[src/hdl/kpu_pkg.sv]
// ============================================================================
// kpu_pkg: shared types and constants for the k-permutation unrank unit
// Field widths, register indexes, sequencer states and defaults.
// ============================================================================
package kpu_pkg;

    localparam int MAX_CELLS_DEF = 16;

    localparam int RANK_W      = 45;
    localparam int CFG_W       = 5;
    localparam int CFG_IDX_W   = 2;
    localparam int CELL_IDX_W  = 4;
    localparam int PIECE_W     = 5;
    localparam int LOC_W       = 4;

    localparam logic [PIECE_W-1:0] EMPTY_PIECE = PIECE_W'(16);

    localparam logic [CFG_W-1:0] CELL_COUNT_RST     = CFG_W'(16);
    localparam logic [CFG_W-1:0] DISTINCT_COUNT_RST = CFG_W'(16);

    localparam int DIV_STEPS = RANK_W;
    localparam int DIV_CNT_W = $clog2(DIV_STEPS + 1);

    typedef enum logic [CFG_IDX_W-1:0] {
        CFG_CELL_COUNT     = CFG_IDX_W'(0),
        CFG_DISTINCT_COUNT = CFG_IDX_W'(1)
    } cfg_reg_t;

    typedef enum logic [3:0] {
        ST_IDLE,
        ST_INIT,
        ST_CHECK,
        ST_DIV_GO,
        ST_DIV_WAIT,
        ST_RD_I,
        ST_RD_P,
        ST_WR_P,
        ST_WR_I,
        ST_OUT_RD,
        ST_OUT_SEND
    } state_t;

endpackage

[src/hdl/kpu_if.sv]
// ============================================================================
// kpu_if: item channels of the k-permutation unrank unit
// Rank input channel and per-cell result channel, valid/ready handshake.
// ============================================================================
interface kpu_rank_if
    import kpu_pkg::*;
();
    logic              valid;
    logic              ready;
    logic [RANK_W-1:0] rank_value;

    modport source (output valid, output rank_value, input ready);
    modport sink   (input valid, input rank_value, output ready);
endinterface

interface kpu_result_if
    import kpu_pkg::*;
();
    logic                  valid;
    logic                  ready;
    logic [CELL_IDX_W-1:0] cell_index;
    logic [PIECE_W-1:0]    piece;
    logic [LOC_W-1:0]      location_entry;
    logic                  last;

    modport source (output valid, output cell_index, output piece,
                    output location_entry, output last, input ready);
    modport sink   (input valid, input cell_index, input piece,
                    input location_entry, input last, output ready);
endinterface

[src/hdl/k_permutation_unrank_unit.sv]
// ============================================================================
// k_permutation_unrank_unit: expands a mixed-radix rank into a k-permutation
// Swap-based unranking over a location array, then one result per cell.
// ============================================================================
//  channel     | dir | handshake     | payload
//  rank_in     | in  | valid/ready   | rank_value[44:0]
//  result_out  | out | valid/ready   | cell_index, piece, location_entry, last
//  cfg         | in  | cfg_write_en  | cfg_index, cfg_data (cell/distinct count)
//
//  With the sink always ready, the bit-serial division per piece dominates the
//  time from accept to next accept. Location and cell memories are swept at the
//  start of each item. rank_in.ready is high only while idle; a stalled result
//  holds its item. Reset sets both counts to 16 and returns the sequencer to idle.
module k_permutation_unrank_unit
    import kpu_pkg::*;
#(
    parameter int MAX_CELLS = MAX_CELLS_DEF
)
(
    input  logic                 clk,
    input  logic                 rst_n,
    input  logic                 cfg_write_en,
    input  logic [CFG_IDX_W-1:0] cfg_index,
    input  logic [CFG_W-1:0]     cfg_data,
    kpu_rank_if.sink             rank_in,
    kpu_result_if.source         result_out
);

    localparam int CW = $clog2(MAX_CELLS);
    localparam int NW = $clog2(MAX_CELLS + 1);

    state_t            state_reg, state_next;
    logic [CFG_W-1:0]  cell_count_reg, distinct_count_reg;
    logic [NW-1:0]     n_reg, n_next;
    logic [NW-1:0]     d_reg, d_next;
    logic [NW-1:0]     i_reg, i_next;
    logic [NW-1:0]     x_reg, x_next;
    logic [RANK_W-1:0] rank_reg, rank_next;
    logic [CW-1:0]     part_reg, part_next;
    logic [CW-1:0]     loc_i_reg, loc_i_next;
    logic [CW-1:0]     loc_p_reg, loc_p_next;

    logic [CW-1:0]      loc_mem [MAX_CELLS];
    logic [PIECE_W-1:0] cell_mem [MAX_CELLS];
    logic [CW-1:0]      loc_rd_reg;
    logic [PIECE_W-1:0] cell_rd_reg;
    logic               loc_we, cell_we;
    logic [CW-1:0]      loc_waddr, loc_raddr, cell_waddr;
    logic [CW-1:0]      loc_wdata;
    logic [PIECE_W-1:0] cell_wdata;

    logic [CFG_W-1:0]  n_lo, n_sat;
    logic [NW-1:0]     n_in, d_in;
    logic              div_start, div_done;
    logic [NW-1:0]     divisor;
    logic [RANK_W-1:0] quotient;
    logic [NW-1:0]     remainder;
    logic [NW:0]       part_sum;
    logic              x_last;

    // clamp configured counts
    assign n_lo  = (cell_count_reg == '0) ? CFG_W'(1) : cell_count_reg;
    assign n_sat = (n_lo > CFG_W'(MAX_CELLS)) ? CFG_W'(MAX_CELLS) : n_lo;
    assign n_in  = NW'(n_sat);
    assign d_in  = (distinct_count_reg > n_sat) ? n_in : NW'(distinct_count_reg);

    assign divisor  = n_reg - i_reg;
    assign part_sum = {1'b0, i_reg} + {1'b0, remainder};
    assign x_last   = (x_reg == n_reg - NW'(1));

    kpu_div #(
        .DIVISOR_W (NW)
    ) u_div (
        .clk       (clk),
        .rst_n     (rst_n),
        .start     (div_start),
        .dividend  (rank_reg),
        .divisor   (divisor),
        .done      (div_done),
        .quotient  (quotient),
        .remainder (remainder)
    );

    always_ff @(posedge clk or negedge rst_n)
    begin
        if (!rst_n)
        begin
            cell_count_reg     <= CELL_COUNT_RST;
            distinct_count_reg <= DISTINCT_COUNT_RST;
        end
        else if (cfg_write_en)
        begin
            if (cfg_index == CFG_CELL_COUNT)
            begin
                cell_count_reg <= cfg_data;
            end
            else if (cfg_index == CFG_DISTINCT_COUNT)
            begin
                distinct_count_reg <= cfg_data;
            end
        end
    end

    always_comb
    begin
        state_next = state_reg;
        n_next     = n_reg;
        d_next     = d_reg;
        i_next     = i_reg;
        x_next     = x_reg;
        rank_next  = rank_reg;
        part_next  = part_reg;
        loc_i_next = loc_i_reg;
        loc_p_next = loc_p_reg;
        loc_we     = 1'b0;
        loc_waddr  = x_reg[CW-1:0];
        loc_wdata  = x_reg[CW-1:0];
        loc_raddr  = x_reg[CW-1:0];
        cell_we    = 1'b0;
        cell_waddr = x_reg[CW-1:0];
        cell_wdata = EMPTY_PIECE;
        div_start  = 1'b0;
        rank_in.ready    = 1'b0;
        result_out.valid = 1'b0;

        unique case (state_reg)
            ST_IDLE:
            begin
                rank_in.ready = 1'b1;
                if (rank_in.valid)
                begin
                    rank_next  = rank_in.rank_value;
                    n_next     = n_in;
                    d_next     = d_in;
                    i_next     = '0;
                    x_next     = '0;
                    state_next = ST_INIT;
                end
            end
            ST_INIT:
            begin
                loc_we  = 1'b1;
                cell_we = 1'b1;
                if (x_last)
                begin
                    x_next     = '0;
                    state_next = ST_CHECK;
                end
                else
                begin
                    x_next = x_reg + NW'(1);
                end
            end
            ST_CHECK:
            begin
                state_next = (i_reg == d_reg) ? ST_OUT_RD : ST_DIV_GO;
            end
            ST_DIV_GO:
            begin
                div_start  = 1'b1;
                state_next = ST_DIV_WAIT;
            end
            ST_DIV_WAIT:
            begin
                if (div_done)
                begin
                    rank_next  = quotient;
                    part_next  = (part_sum >= {1'b0, n_reg})
                                 ? CW'(n_reg - NW'(1)) : CW'(part_sum);
                    state_next = ST_RD_I;
                end
            end
            ST_RD_I:
            begin
                loc_raddr  = i_reg[CW-1:0];
                state_next = ST_RD_P;
            end
            ST_RD_P:
            begin
                loc_i_next = loc_rd_reg;
                loc_raddr  = part_reg;
                state_next = ST_WR_P;
            end
            ST_WR_P:
            begin
                loc_p_next = loc_rd_reg;
                loc_we     = 1'b1;
                loc_waddr  = part_reg;
                loc_wdata  = loc_i_reg;
                state_next = ST_WR_I;
            end
            ST_WR_I:
            begin
                loc_we     = 1'b1;
                loc_waddr  = i_reg[CW-1:0];
                loc_wdata  = loc_p_reg;
                cell_we    = 1'b1;
                cell_waddr = loc_p_reg;
                cell_wdata = PIECE_W'(i_reg);
                i_next     = i_reg + NW'(1);
                state_next = ST_CHECK;
            end
            ST_OUT_RD:
            begin
                state_next = ST_OUT_SEND;
            end
            ST_OUT_SEND:
            begin
                result_out.valid = 1'b1;
                if (result_out.ready)
                begin
                    if (x_last)
                    begin
                        state_next = ST_IDLE;
                    end
                    else
                    begin
                        x_next     = x_reg + NW'(1);
                        state_next = ST_OUT_RD;
                    end
                end
            end
            default:
            begin
                state_next = ST_IDLE;
            end
        endcase
    end

    always_ff @(posedge clk or negedge rst_n)
    begin
        if (!rst_n)
        begin
            state_reg <= ST_IDLE;
            n_reg     <= '0;
            d_reg     <= '0;
            i_reg     <= '0;
            x_reg     <= '0;
        end
        else
        begin
            state_reg <= state_next;
            n_reg     <= n_next;
            d_reg     <= d_next;
            i_reg     <= i_next;
            x_reg     <= x_next;
        end
    end

    always_ff @(posedge clk)
    begin
        rank_reg  <= rank_next;
        part_reg  <= part_next;
        loc_i_reg <= loc_i_next;
        loc_p_reg <= loc_p_next;
    end

    // location and cell memories
    always_ff @(posedge clk)
    begin
        if (loc_we)
        begin
            loc_mem[loc_waddr] <= loc_wdata;
        end
        loc_rd_reg <= loc_mem[loc_raddr];
    end

    always_ff @(posedge clk)
    begin
        if (cell_we)
        begin
            cell_mem[cell_waddr] <= cell_wdata;
        end
        cell_rd_reg <= cell_mem[x_reg[CW-1:0]];
    end

    assign result_out.cell_index     = CELL_IDX_W'(x_reg);
    assign result_out.piece          = cell_rd_reg;
    assign result_out.location_entry = LOC_W'(loc_rd_reg);
    assign result_out.last           = x_last;

endmodule

[src/hdl/kpu_div.sv]
// ============================================================================
// kpu_div: iterative restoring divider
// Divides the 45-bit rank by a small radix, one quotient bit per cycle.
// ============================================================================
module kpu_div
    import kpu_pkg::*;
#(
    parameter int DIVISOR_W = 5
)
(
    input  logic                 clk,
    input  logic                 rst_n,
    input  logic                 start,
    input  logic [RANK_W-1:0]    dividend,
    input  logic [DIVISOR_W-1:0] divisor,
    output logic                 done,
    output logic [RANK_W-1:0]    quotient,
    output logic [DIVISOR_W-1:0] remainder
);

    logic                 busy_reg,  busy_next;
    logic                 done_reg,  done_next;
    logic [DIV_CNT_W-1:0] cnt_reg,   cnt_next;
    logic [RANK_W-1:0]    quo_reg,   quo_next;
    logic [DIVISOR_W-1:0] rem_reg,   rem_next;
    logic [DIVISOR_W-1:0] dvs_reg,   dvs_next;
    logic [DIVISOR_W:0]   trial;
    logic                 ge;

    assign trial = {rem_reg, quo_reg[RANK_W-1]};
    assign ge    = (trial >= {1'b0, dvs_reg});

    always_comb
    begin
        busy_next = busy_reg;
        done_next = 1'b0;
        cnt_next  = cnt_reg;
        quo_next  = quo_reg;
        rem_next  = rem_reg;
        dvs_next  = dvs_reg;
        if (start)
        begin
            busy_next = 1'b1;
            cnt_next  = DIV_CNT_W'(DIV_STEPS);
            quo_next  = dividend;
            rem_next  = '0;
            dvs_next  = divisor;
        end
        else if (busy_reg)
        begin
            quo_next = {quo_reg[RANK_W-2:0], ge};
            rem_next = ge ? DIVISOR_W'(trial - {1'b0, dvs_reg}) : DIVISOR_W'(trial);
            cnt_next = cnt_reg - DIV_CNT_W'(1);
            if (cnt_reg == DIV_CNT_W'(1))
            begin
                busy_next = 1'b0;
                done_next = 1'b1;
            end
        end
    end

    always_ff @(posedge clk or negedge rst_n)
    begin
        if (!rst_n)
        begin
            busy_reg <= 1'b0;
            done_reg <= 1'b0;
            cnt_reg  <= '0;
        end
        else
        begin
            busy_reg <= busy_next;
            done_reg <= done_next;
            cnt_reg  <= cnt_next;
        end
    end

    always_ff @(posedge clk)
    begin
        quo_reg <= quo_next;
        rem_reg <= rem_next;
        dvs_reg <= dvs_next;
    end

    assign done      = done_reg;
    assign quotient  = quo_reg;
    assign remainder = rem_reg;

endmodule

[src/flat_wrapper.sv]
// flat-port wrapper written by rule: the top's interface ports become plain ports
module k_permutation_unrank_unit_flat import kpu_pkg::*;
#(
    parameter int MAX_CELLS = MAX_CELLS_DEF
)
  (clk, rst_n, cfg_write_en, cfg_index, cfg_data, rank_in_valid, rank_in_rank_value, rank_in_ready, result_out_valid, result_out_cell_index, result_out_piece, result_out_location_entry, result_out_last, result_out_ready);
  kpu_rank_if rank_in_i ();
  kpu_result_if result_out_i ();
  input  logic clk;
  input  logic rst_n;
  input  logic cfg_write_en;
  input  logic [CFG_IDX_W-1:0] cfg_index;
  input  logic [CFG_W-1:0] cfg_data;
  input wire logic [$bits(rank_in_i.valid)-1:0] rank_in_valid;
  input wire logic [$bits(rank_in_i.rank_value)-1:0] rank_in_rank_value;
  output wire logic [$bits(rank_in_i.ready)-1:0] rank_in_ready;
  output wire logic [$bits(result_out_i.valid)-1:0] result_out_valid;
  output wire logic [$bits(result_out_i.cell_index)-1:0] result_out_cell_index;
  output wire logic [$bits(result_out_i.piece)-1:0] result_out_piece;
  output wire logic [$bits(result_out_i.location_entry)-1:0] result_out_location_entry;
  output wire logic [$bits(result_out_i.last)-1:0] result_out_last;
  input wire logic [$bits(result_out_i.ready)-1:0] result_out_ready;
  assign rank_in_i.valid = rank_in_valid;
  assign rank_in_i.rank_value = rank_in_rank_value;
  assign rank_in_ready = rank_in_i.ready;
  assign result_out_valid = result_out_i.valid;
  assign result_out_cell_index = result_out_i.cell_index;
  assign result_out_piece = result_out_i.piece;
  assign result_out_location_entry = result_out_i.location_entry;
  assign result_out_last = result_out_i.last;
  assign result_out_i.ready = result_out_ready;
  k_permutation_unrank_unit #(.MAX_CELLS(MAX_CELLS)) u_core (.clk(clk), .rst_n(rst_n), .cfg_write_en(cfg_write_en), .cfg_index(cfg_index), .cfg_data(cfg_data), .rank_in(rank_in_i), .result_out(result_out_i));
endmodule
[config.mk]
export PLATFORM = sky130hd
export DESIGN_NAME = k_permutation_unrank_unit_flat
export DESIGN_NICKNAME = d
export VERILOG_FILES = /design/src/hdl/kpu_pkg.sv /design/src/hdl/kpu_if.sv /design/src/hdl/k_permutation_unrank_unit.sv /design/src/hdl/kpu_div.sv /design/src/flat_wrapper.sv
export SDC_FILE = /design/constraint.sdc
export NUM_CORES = 1
export LEC_CHECK = 0
export BUFFER_PORTS_ARGS = -buffer_cell sky130_fd_sc_hd__clkbuf_2
export CORE_MARGIN = 2
export CORE_UTILIZATION = 66
export CTS_CLUSTER_SIZE = 8
export DETAILED_ROUTE_END_ITERATION = 10
export PLACE_DENSITY = 0.88
export SYNTH_ARGS = -nofsm -noshare
export SYNTH_HDL_FRONTEND = slang
export SYNTH_SLANG_ARGS = --single-unit
[constraint.sdc]
create_clock -name clk -period 6.9 [get_ports clk]
set_input_delay 2.07 -clock clk [delete_from_list [all_inputs] [get_ports clk]]
set_output_delay 2.07 -clock clk [all_outputs]
set_load 0.05 [all_outputs]
Word level (Yosys, flattened, before mapping)
Memory sizes are Yosys's and may differ from the RTL's. A register that Yosys moved wholly into a read port is not among the register bits.
Cells that the tools add are included.
{"block": "classes", "n_addsub": 7, "magnitude_cmp": 4, "eq_ne": 19, "n_mux": 45, "n_bitwise": 1, "n_reduce_logical": 17}
{"cell": "$mux 45", "count": 4}
{"cell": "$pmux 45 s2", "count": 1}
{"cell": "$mux 5", "count": 9}
{"cell": "$pmux 4 s11", "count": 1}
{"cell": "$mux 4", "count": 8}
{"cell": "$pmux 4 s2", "count": 3}
{"cell": "$eq 4x3->1 const B", "count": 4}
{"cell": "$mux 1", "count": 15}
{"cell": "$pmux 5 s3", "count": 1}
{"cell": "$eq 4x4->1 const B", "count": 3}
{"cell": "$ge 6x5->1", "count": 2}
{"cell": "$mux 6", "count": 2}
{"cell": "$add 5x1->5 const B", "count": 2}
{"cell": "$eq 5x5->1", "count": 2}
{"cell": "$ne 2x2->1 const B", "count": 5}
{"cell": "$pmux 5 s2", "count": 1}
{"cell": "$sub 5x5->5", "count": 2}
{"cell": "$eq 4x2->1 const B", "count": 2}
{"cell": "$reduce_and 2->1", "count": 4}
{"cell": "$reduce_and 4->1", "count": 2}
{"cell": "$add 5x5->6", "count": 1}
{"cell": "$eq 6x1->1 const B", "count": 1}
{"cell": "$reduce_and 3->1", "count": 2}
{"cell": "$reduce_bool 2->1", "count": 3}
{"cell": "other kinds (13)", "count": 13}
{"block": "word_totals", "ff_bits": 154, "mem_bits_rw": 144, "input_bits": 57, "output_inout_bits": 16, "word_cells": 112, "mem_count": 2}
{"memory": "u_core.cell_mem", "words": 16, "word_bits": 5, "rd": 1, "rd_clocked_by_memory_dff": 1, "write_ports": 1, "line": "k_permutation_unrank_unit.sv:44", "rtl": "logic [PIECE_W-1:0] cell_mem [MAX_CELLS];"}
{"memory": "u_core.loc_mem", "words": 16, "word_bits": 4, "rd": 1, "rd_clocked_by_memory_dff": 1, "write_ports": 1, "line": "k_permutation_unrank_unit.sv:43", "rtl": "logic [CW-1:0] loc_mem [MAX_CELLS];"}

Longest topological paths before layout
Gate-level depths: netlist (run 1).
{"block": "logic_depth", "word_depth": 6, "depth_mapped": 10, "depth_no_buf": 10}

Cells and area by module
From an unflattened synthesis (run 1), not the netlist that was laid out.
{"block": "hier_totals", "hier_cells": 919, "hier_area_um2": 14053.5}
{"module": "k_permutation_unrank_unit", "n_inst": 1, "cells_each": 725, "area_per_inst_um2": 11190.7, "seq_area_each_um2": 7069.3}
{"module": "kpu_div", "n_inst": 1, "cells_each": 194, "area_per_inst_um2": 2862.7, "seq_area_each_um2": 1801.7}

Worst setup path after synthesis (run 1)
OpenSTA, ideal clock, no wires.
{"block": "synth_timing", "path_type": "reg-to-output", "startpoint": "register u_core.state_reg[1]", "endpoint": "output rank_in_ready", "arrival_ps": 2196, "t_required_ps": 4830, "setup_slack_ps": 2634, "path_stages_with_launch": 3, "n_path_buf": 1, "path_cell_list": "dfrtp_1 > buf_4 > nor4_1"}
{"block": "synth_via", "elab_chain_len": 2}
{"item": "start: declaration", "line": "k_permutation_unrank_unit.sv:32", "rtl": "state_t state_reg, state_next;"}
{"item": "start signal: assignment", "line": "k_permutation_unrank_unit.sv:242", "rtl": "state_reg <= state_next;"}
{"item": "$logic_not 4->1", "line": "k_permutation_unrank_unit.sv:126", "rtl": "unique case (state_reg)"}
{"item": "$mux 1", "line": "k_permutation_unrank_unit.sv:126"}
{"item": "end: declaration", "line": "flat_wrapper.sv:16", "rtl": "output wire logic [$bits(rank_in_i.ready)-1:0] rank_in_ready;"}
No other way between the ends.

Final worst setup path (run 1)
{"block": "layout_timing", "startpoint": "register u_core.x_reg[3]", "endpoint": "output result_out_last"}
{"block": "layout_via", "elab_chain_len": 1}
{"item": "start: declaration", "line": "k_permutation_unrank_unit.sv:37", "rtl": "logic [NW-1:0] x_reg, x_next;"}
{"item": "start signal: assignment", "line": "k_permutation_unrank_unit.sv:246", "rtl": "x_reg <= x_next;"}
{"item": "$eq 5x5->1", "line": "k_permutation_unrank_unit.sv:69", "rtl": "assign x_last = (x_reg == n_reg - NW'(1));"}
{"item": "end: declaration", "line": "flat_wrapper.sv:21", "rtl": "output wire logic [$bits(result_out_i.last)-1:0] result_out_last;"}
No other way between the ends.

==> out/results.ini, run 1 <==
[clock_tree]
clock-sinks=307
max-clock-path-buffers=3
cts_setup_buffers=0
cts_inserted_buffers=44
clock_latency_ns=0.54
cts_tree=yes
cts_root_buffer=clkbuf_16
cts-htree-levels=2
ctsResizeCount=0
hold_buffers=0
clk_pin_slew_ns=0.05

[floorplanning]
die_y_um=151
row_count=53
core_area_um2=21100
fp.dieW_um=151
dieArea_um2=22700
start_util=0.673
io_pins=73

[drt]
dr.pass1.iters=8
wirelength_mm=32.0
avgViaCountPerCell=6.33
drc=0
antenna_left=0
wl_met2_mm=15.6
wl_per_cell_um=21.8
drt-initial-drc-count=1078
wl_met3_mm=3.17
dr_total_vias=9302
wl_met1_mm=12.2
dr.max_layer_used=met4

[logic_synthesis]
post-synth-top-area-cell=edfxtp_1
syn_inst=1087
synthDominantCellAreaShare=0.531
synth_nets=1176
syn_area_um2=14200
ys_warn_count=0
synthFlopType=edfxtp_1
synthTopCellsByArea=edfxtp_1 53%, dfrtp_1 7.1%, mux2_2 5.3%
synth_edf_count=251
synth_cell_types=71
synth-seq-area-share=0.625
syn_area_per_cell_um2=13.0
async_reset_ff_frac=0.137
synth-seq-cells=307

[setup_path]
crit_type=flop to output pin
path_buf_inv=2
endpoint_kind=output pin
reg2reg_from=u_core.state_reg[0]
crit_start=u_core.x_reg[3]
critical_path_arrival_ns=2.55
required_ns=4.83
cp-start-kind=flop
cpMaxStageDelayCell=dfrtp_1
path_delay_family=flip-flops
rrSetupSlack_ns=3.51
path_cells=xnor3_1 -> nand4_1 -> inv_1 -> clkbuf_2
cp_slowest_stage_delay_ns=0.90
critPathMaxFanout=20

[finish]
largest_reg_flops=80
synthToLayoutAreaGrowth_pct=12.8
instances_no_fill=1470
fill_cells=1193
regArea_um2=8870
drive_above_1_share=0.203
multi_input_area_um2=4890
reg_top3=u_core.cell_mem x80, u_core.loc_mem x64
regMostFlops=u_core.cell_mem
nets=1249

[power]
seq_power_share=0.491
p_int_mw=3.26
switching_share=0.201
peakVddDrop_mv=0.250
comb_power_share=0.021
power_leakage_nw=6.03
p_sw_uw=822
fin_total_pwr_mw=4.09
p_per_area_nw_per_um2=255
p_clk_frac=0.488

[timing]
slew_viol_final=0
rsz0062_at_grt=false
fin_crit_ns=4.62
finalSetupViolCount=0
fmax_mhz=216
hold-worst-slack_ns=0.476
fin_crit_sh=0.670
worst_slew_pin_slew_ns=1.09
timing.setup.tns_ns=0
fin_worst_skew_ns=0.0312
relSlewSlack=0.270
finalHoldViolCount=0

[global_route]
grt.overflow.total=0
grt_usage=0.286
grt_max_degree=55
grt_pass1_wl_mm=49.7
first_global_vias=9324
antenna_found_initial=1

[placement]
placedCellCount=1389
hpwlAfterDp_mm=19.6
gp_congestion=0.920
port_buffers=72

[outcome]
outcome=finished, final reports clean

[run]
cap_violations=0

[worst_hold_path]
hold_path.class=flop to flop
hp-start=u_core.result_out.location_entry[0]

## worst reg2reg max path: cells and delay by family, from the launching register on
kind             cells  cell delay (ns)
AND/OR/NAND/NOR      4             1.66
flip-flops           1             0.90
AO/OA/AOI/OAI        1             0.44
## logic make-up (layout without fill, tap and decap cells)
group	after synthesis	in the layout	share of synthesized area
AOI/OAI and AO/OA	140	140	0.0692
xor gates and xnor gates	31	31	0.0201
adders and majority gates	32	32	0.0298
buffers and inverters	97	204	0.0303
DFF	307	307	0.625
muxes	100	100	0.0994
other	0	1	0
and+or+nand+nor	380	380	0.126
## final cells by class
type	instances	area share
timing repair buffer	84	0.0282
antenna	1	0.000156
sequential	307	0.555
tap	275	0.0215
clock inverter	3	0.00344
multi-input combinational	683	0.306
clock buffer	77	0.0766
inverter	40	0.00939
## cell usage after synthesis (4+ instances only)
cell and number:
nand3_1 46, a21o_1 8, dfxtp_1 14, or4_1 6, xnor2_1 22, o21ai_0 38
and2_1 6, nor3b_1 7, a22oi_1 4, inv_1 39, or3_1 8, a221o_1 7
nand2b_1 19, ha_1 29, a211oi_1 8, nand2_1 177, mux2i_1 4, o211a_1 16
a31oi_1 13, edfxtp_1 251, nor3_1 8, xor2_1 8, mux4_2 25, dfrtp_1 40
nor2b_1 7, a21oi_1 20, buf_2 8, clkbuf_1 34, buf_4 6, nor2_1 70
mux2_2 67, o31ai_1 5, buf_1 5
## power by group through the flow
stage               combinational, mW  clock [mW]  sequential (mW)
finish                         0.0872        1.99             2.00
global route                   0.0980        2.09             2.00
CTS                            0.0870        2.00             2.00
detailed placement             0.0861           0             2.04
global placement               0.0794           0             2.04
floorplan                      0.0492           0             2.04
## cells in the final DEF, fill, tap and decap left out, types with 12 or more instances in the layout
master       n
mux2_2      67
clkbuf_1    33
dfrtp_1     39
clkbuf_2    72
clkbuf_16   44
a31oi_1     13
mux4_2      25
nor2_1      70
nand2b_1    17
nand3_1     46
edfxtp_1   251
buf_4       12
xnor2_1     22
dfxtp_1     14
o211a_1     16
inv_1       39
a21oi_1     20
ha_1        29
o21ai_0     38
nand2_1    177
## layer usage
layer / GRT usage / vias to the layer above
met5: 0 / -
met4: 0.110 / 0
met3: 0.0609 / 100
met2: 0.470 / 600
met1: 0.380 / 4448
li1: - / 4154
## metrics by stage
| step | cell area (µm²) | util | setup WS, ns |
|---|---|---|---|
| 3_5_place_dp | 14700 | 0.698 | 2.96 |
| 5_1_grt | 16000 | 0.758 | 2.15 |
| 4_1_cts | 16000 | 0.758 | 2.33 |
| 3_3_place_gp | 14700 | 0.698 | 3.00 |
| 2_1_floorplan | 14200 | - | 2.63 |
| 6_report | 16000 | 0.758 | 2.28 |
## worst paths after layout
| check | end | depth (start not counted) |
|---|---|---|
| max | result_out_last | 4 |
| min | u_core.loc_i_reg[0] | 0 |
| max reg2reg | u_core.loc_mem[0][0] | 5 |
| min reg2reg | u_core.loc_i_reg[0] | 0 |
| max in group asynchronous | u_core.x_reg[0] | 2 |
| min in group asynchronous | u_core.cell_count_reg[2] | 2 |
Power figures use the tool's default switching activity.
==> inputs of run 2 (changes only) <==
--- a/config.mk
+++ b/config.mk
@@ -5,12 +5,13 @@
 export SDC_FILE = /design/constraint.sdc
 export NUM_CORES = 1
 export LEC_CHECK = 0
+export ABC_AREA = 1
 export BUFFER_PORTS_ARGS = -buffer_cell sky130_fd_sc_hd__clkbuf_2
 export CORE_MARGIN = 2
-export CORE_UTILIZATION = 66
+export CORE_UTILIZATION = 55
 export CTS_CLUSTER_SIZE = 8
 export DETAILED_ROUTE_END_ITERATION = 10
-export PLACE_DENSITY = 0.88
+export PLACE_DENSITY = 0.79
 export SYNTH_ARGS = -nofsm -noshare
 export SYNTH_HDL_FRONTEND = slang
 export SYNTH_SLANG_ARGS = --single-unit
==> constraint.sdc (replaced) <==
create_clock -name clk -period 4.1 [get_ports clk]
set_input_delay 1.23 -clock clk [delete_from_list [all_inputs] [get_ports clk]]
set_output_delay 1.23 -clock clk [all_outputs]
set_load 0.05 [all_outputs]
==> run 2 against run 1 <==
Compared with the run above: die area increased by 20%; register-to-register slack got worse by 2.2 ns; total power grew to 3.0 times the previous value; clock power grew 69%; count of clock-buffer cells in the layout increased by 3; largest cell class unchanged; largest power group unchanged; highest routed layer unchanged.
==> out/results.ini, run 2 <==
[outcome]
outcome=finished, final reports clean

[placement]
port_buffers=72
post-place-ws_ns=1.09
hpwlAfterDp_mm=20.3
gp_congestion=0.909
placedCellCount=1815

[floorplanning]
row_count=58
die_y_um=165
core_area_um2=25300
dieArea_um2=27200
io_pins=73
fp.dieW_um=165
start_util=0.563

[logic_synthesis]
ys_warn_count=0
synth_nets=1535
synth_common_cells=464 x nand2_1, 251 x edfxtp_1, 130 x inv_1
synth_cell_types=45
synthFlopType=edfxtp_1
post-synth-top-area-cell=edfxtp_1
syn_area_um2=14300
yosysMostFrequentCell=nand2_1
syn_inst=1446
synth_edf_count=251
synthTopCellsByArea=edfxtp_1 53%, nand2_1 12%, dfrtp_1 7.0%
syn_area_per_cell_um2=9.86
async_reset_ff_frac=0.137
synthDominantCellAreaShare=0.529
synth-seq-area-share=0.622
synth-seq-cells=307

[global_route]
grt_pass1_wl_mm=51.8
grt.overflow.total=0
first_global_vias=10400
antenna_found_initial=0
grt_max_degree=51
grt_usage=0.240

[finish]
nets=1620
reg_top3=u_core.cell_mem x80, u_core.loc_mem x64
instances_no_fill=1897
largest_reg_flops=80
final_common_cell=nand2_1
final_cell_mix=464 x nand2_1, 251 x edfxtp_1, 129 x inv_1
synthToLayoutAreaGrowth_pct=14.0
regMostFlops=u_core.cell_mem
diodes=0
drive_above_1_share=0.114

[setup_path]
reg2reg_from=u_core.i_reg[0]
endpoint_kind=output pin
cp-start-kind=flop
crit_type=flop to output pin
rrSetupSlack_ns=1.29
required_ns=2.87
crit_start=u_core.n_reg[0]
critical_path_arrival_ns=2.37
critPathMaxFanout=9

[timing]
fin_worst_skew_ns=0.0113
worst_slew_pin_slew_ns=1.19
slew_viol_final=0
fin_crit_sh=0.878
relSlewSlack=0.206
layout_setup_ws_ns=0.498
fin_crit_ns=3.60
hold-worst-slack_ns=0.469
rsz0062_at_grt=false
fmax_mhz=278
finalSetupViolCount=0
finalHoldViolCount=0
timing.setup.tns_ns=0

[power]
p_int_mw=7.61
comb_power_share=0.327
seq_power_share=0.394
switching_share=0.369
p_sw_mw=4.45
p_clk_frac=0.279
power_leakage_nw=6.93
p_per_area_nw_per_um2=742
peakVddDrop_mv=0.466

[drt]
dr_total_vias=10500
wl_per_cell_um=16.8
wirelength_mm=31.9
dr.pass1.iters=8
drc=0
drt-initial-drc-count=1034
avgViaCountPerCell=5.53
antenna_left=0

[clock_tree]
hold_buffers=0
cts_inserted_buffers=44
ctsResizeCount=0
clk_pin_slew_ns=0.05
cts-htree-levels=2
cts_tree=yes
max-clock-path-buffers=3
clock-sinks=307
cts_root_buffer=clkbuf_16
clock_latency_ns=0.53
cts_setup_buffers=0

[worst_hold_path]
hold_path.class=flop to flop
hp-start=u_core.result_out.location_entry[0]

[run]
cap_violations=0

[run 2: changes by cell type after synthesis, moves of 43 or more]
cell     change
nand3_1     +60
mux2_2      -67
nor2_1      +48
o21ai_0     +43
inv_1       +91
nand2_1    +287
[run 2: power groups by stage]
stage	clock, mW	sequential [mW]	combinational [mW]
2_1_floorplan	0	4.82	2.77
3_3_place_gp	0	4.76	3.74
3_5_place_dp	0	4.77	3.89
4_1_cts	3.40	4.74	3.94
5_1_grt	3.55	4.82	4.45
6_report	3.37	4.75	3.94
[run 2: per-layer routing]
| metal | wire length [µm] | track usage | up-vias |
|---|---|---|---|
| met5 | 0 | 0 | - |
| met4 | 683 | 0.0692 | 0 |
| met3 | 2140 | 0.0329 | 64 |
| met2 | 15700 | 0.413 | 411 |
| met1 | 13400 | 0.319 | 4997 |
| li1 | - | - | 5021 |
[run 2: critical path: stages (launching register included)]
cell     delay (ns)
dfrtp_1        0.40
inv_1          0.16
ha_1           0.19
inv_1          0.05
nand2_1        0.05
nand2_1        0.08
xor2_1         0.14
nor2_1         0.18
nand3_2        0.25
inv_1          0.20
buf_12         0.15
[run 2: cell families after synthesis]
group / share of synthesized area
buffers and inverters: 0.0548
adder cells (fa/ha/maj): 0.0297
flip-flops: 0.622
XOR/XNOR: 0.0123
AO/OA/AOI/OAI: 0.0600
AND/OR/NAND/NOR: 0.221
[run 2: final timing paths]
path / to / cells after the start
max: result_out_last / 10
min: u_core.loc_i_reg[0] / 0
max reg2reg: u_core.part_reg[1] / 11
min reg2reg: u_core.loc_i_reg[0] / 0
max in group asynchronous: u_core.u_div.cnt_reg[4] / 1
min in group asynchronous: u_core.state_reg[1] / 1
[run 2: final cells by class]
type | instances | area [µm²]
multi-input combinational | 948 | 4630
clock inverter | 2 | 23.8
timing repair buffer | 90 | 510
tap | 330 | 413
inverter | 140 | 528
clock buffer | 80 | 1280
fill | 1961 | 9070
sequential | 307 | 8870
[run 2: per-stage QoR]
step	util	area, µm²	total power, mW
2_1_floorplan	-	14300	7.60
3_3_place_gp	0.590	15000	8.51
3_5_place_dp	0.590	15000	8.66
4_1_cts	0.642	16300	12.1
5_1_grt	0.642	16300	12.8
6_report	0.642	16300	12.1
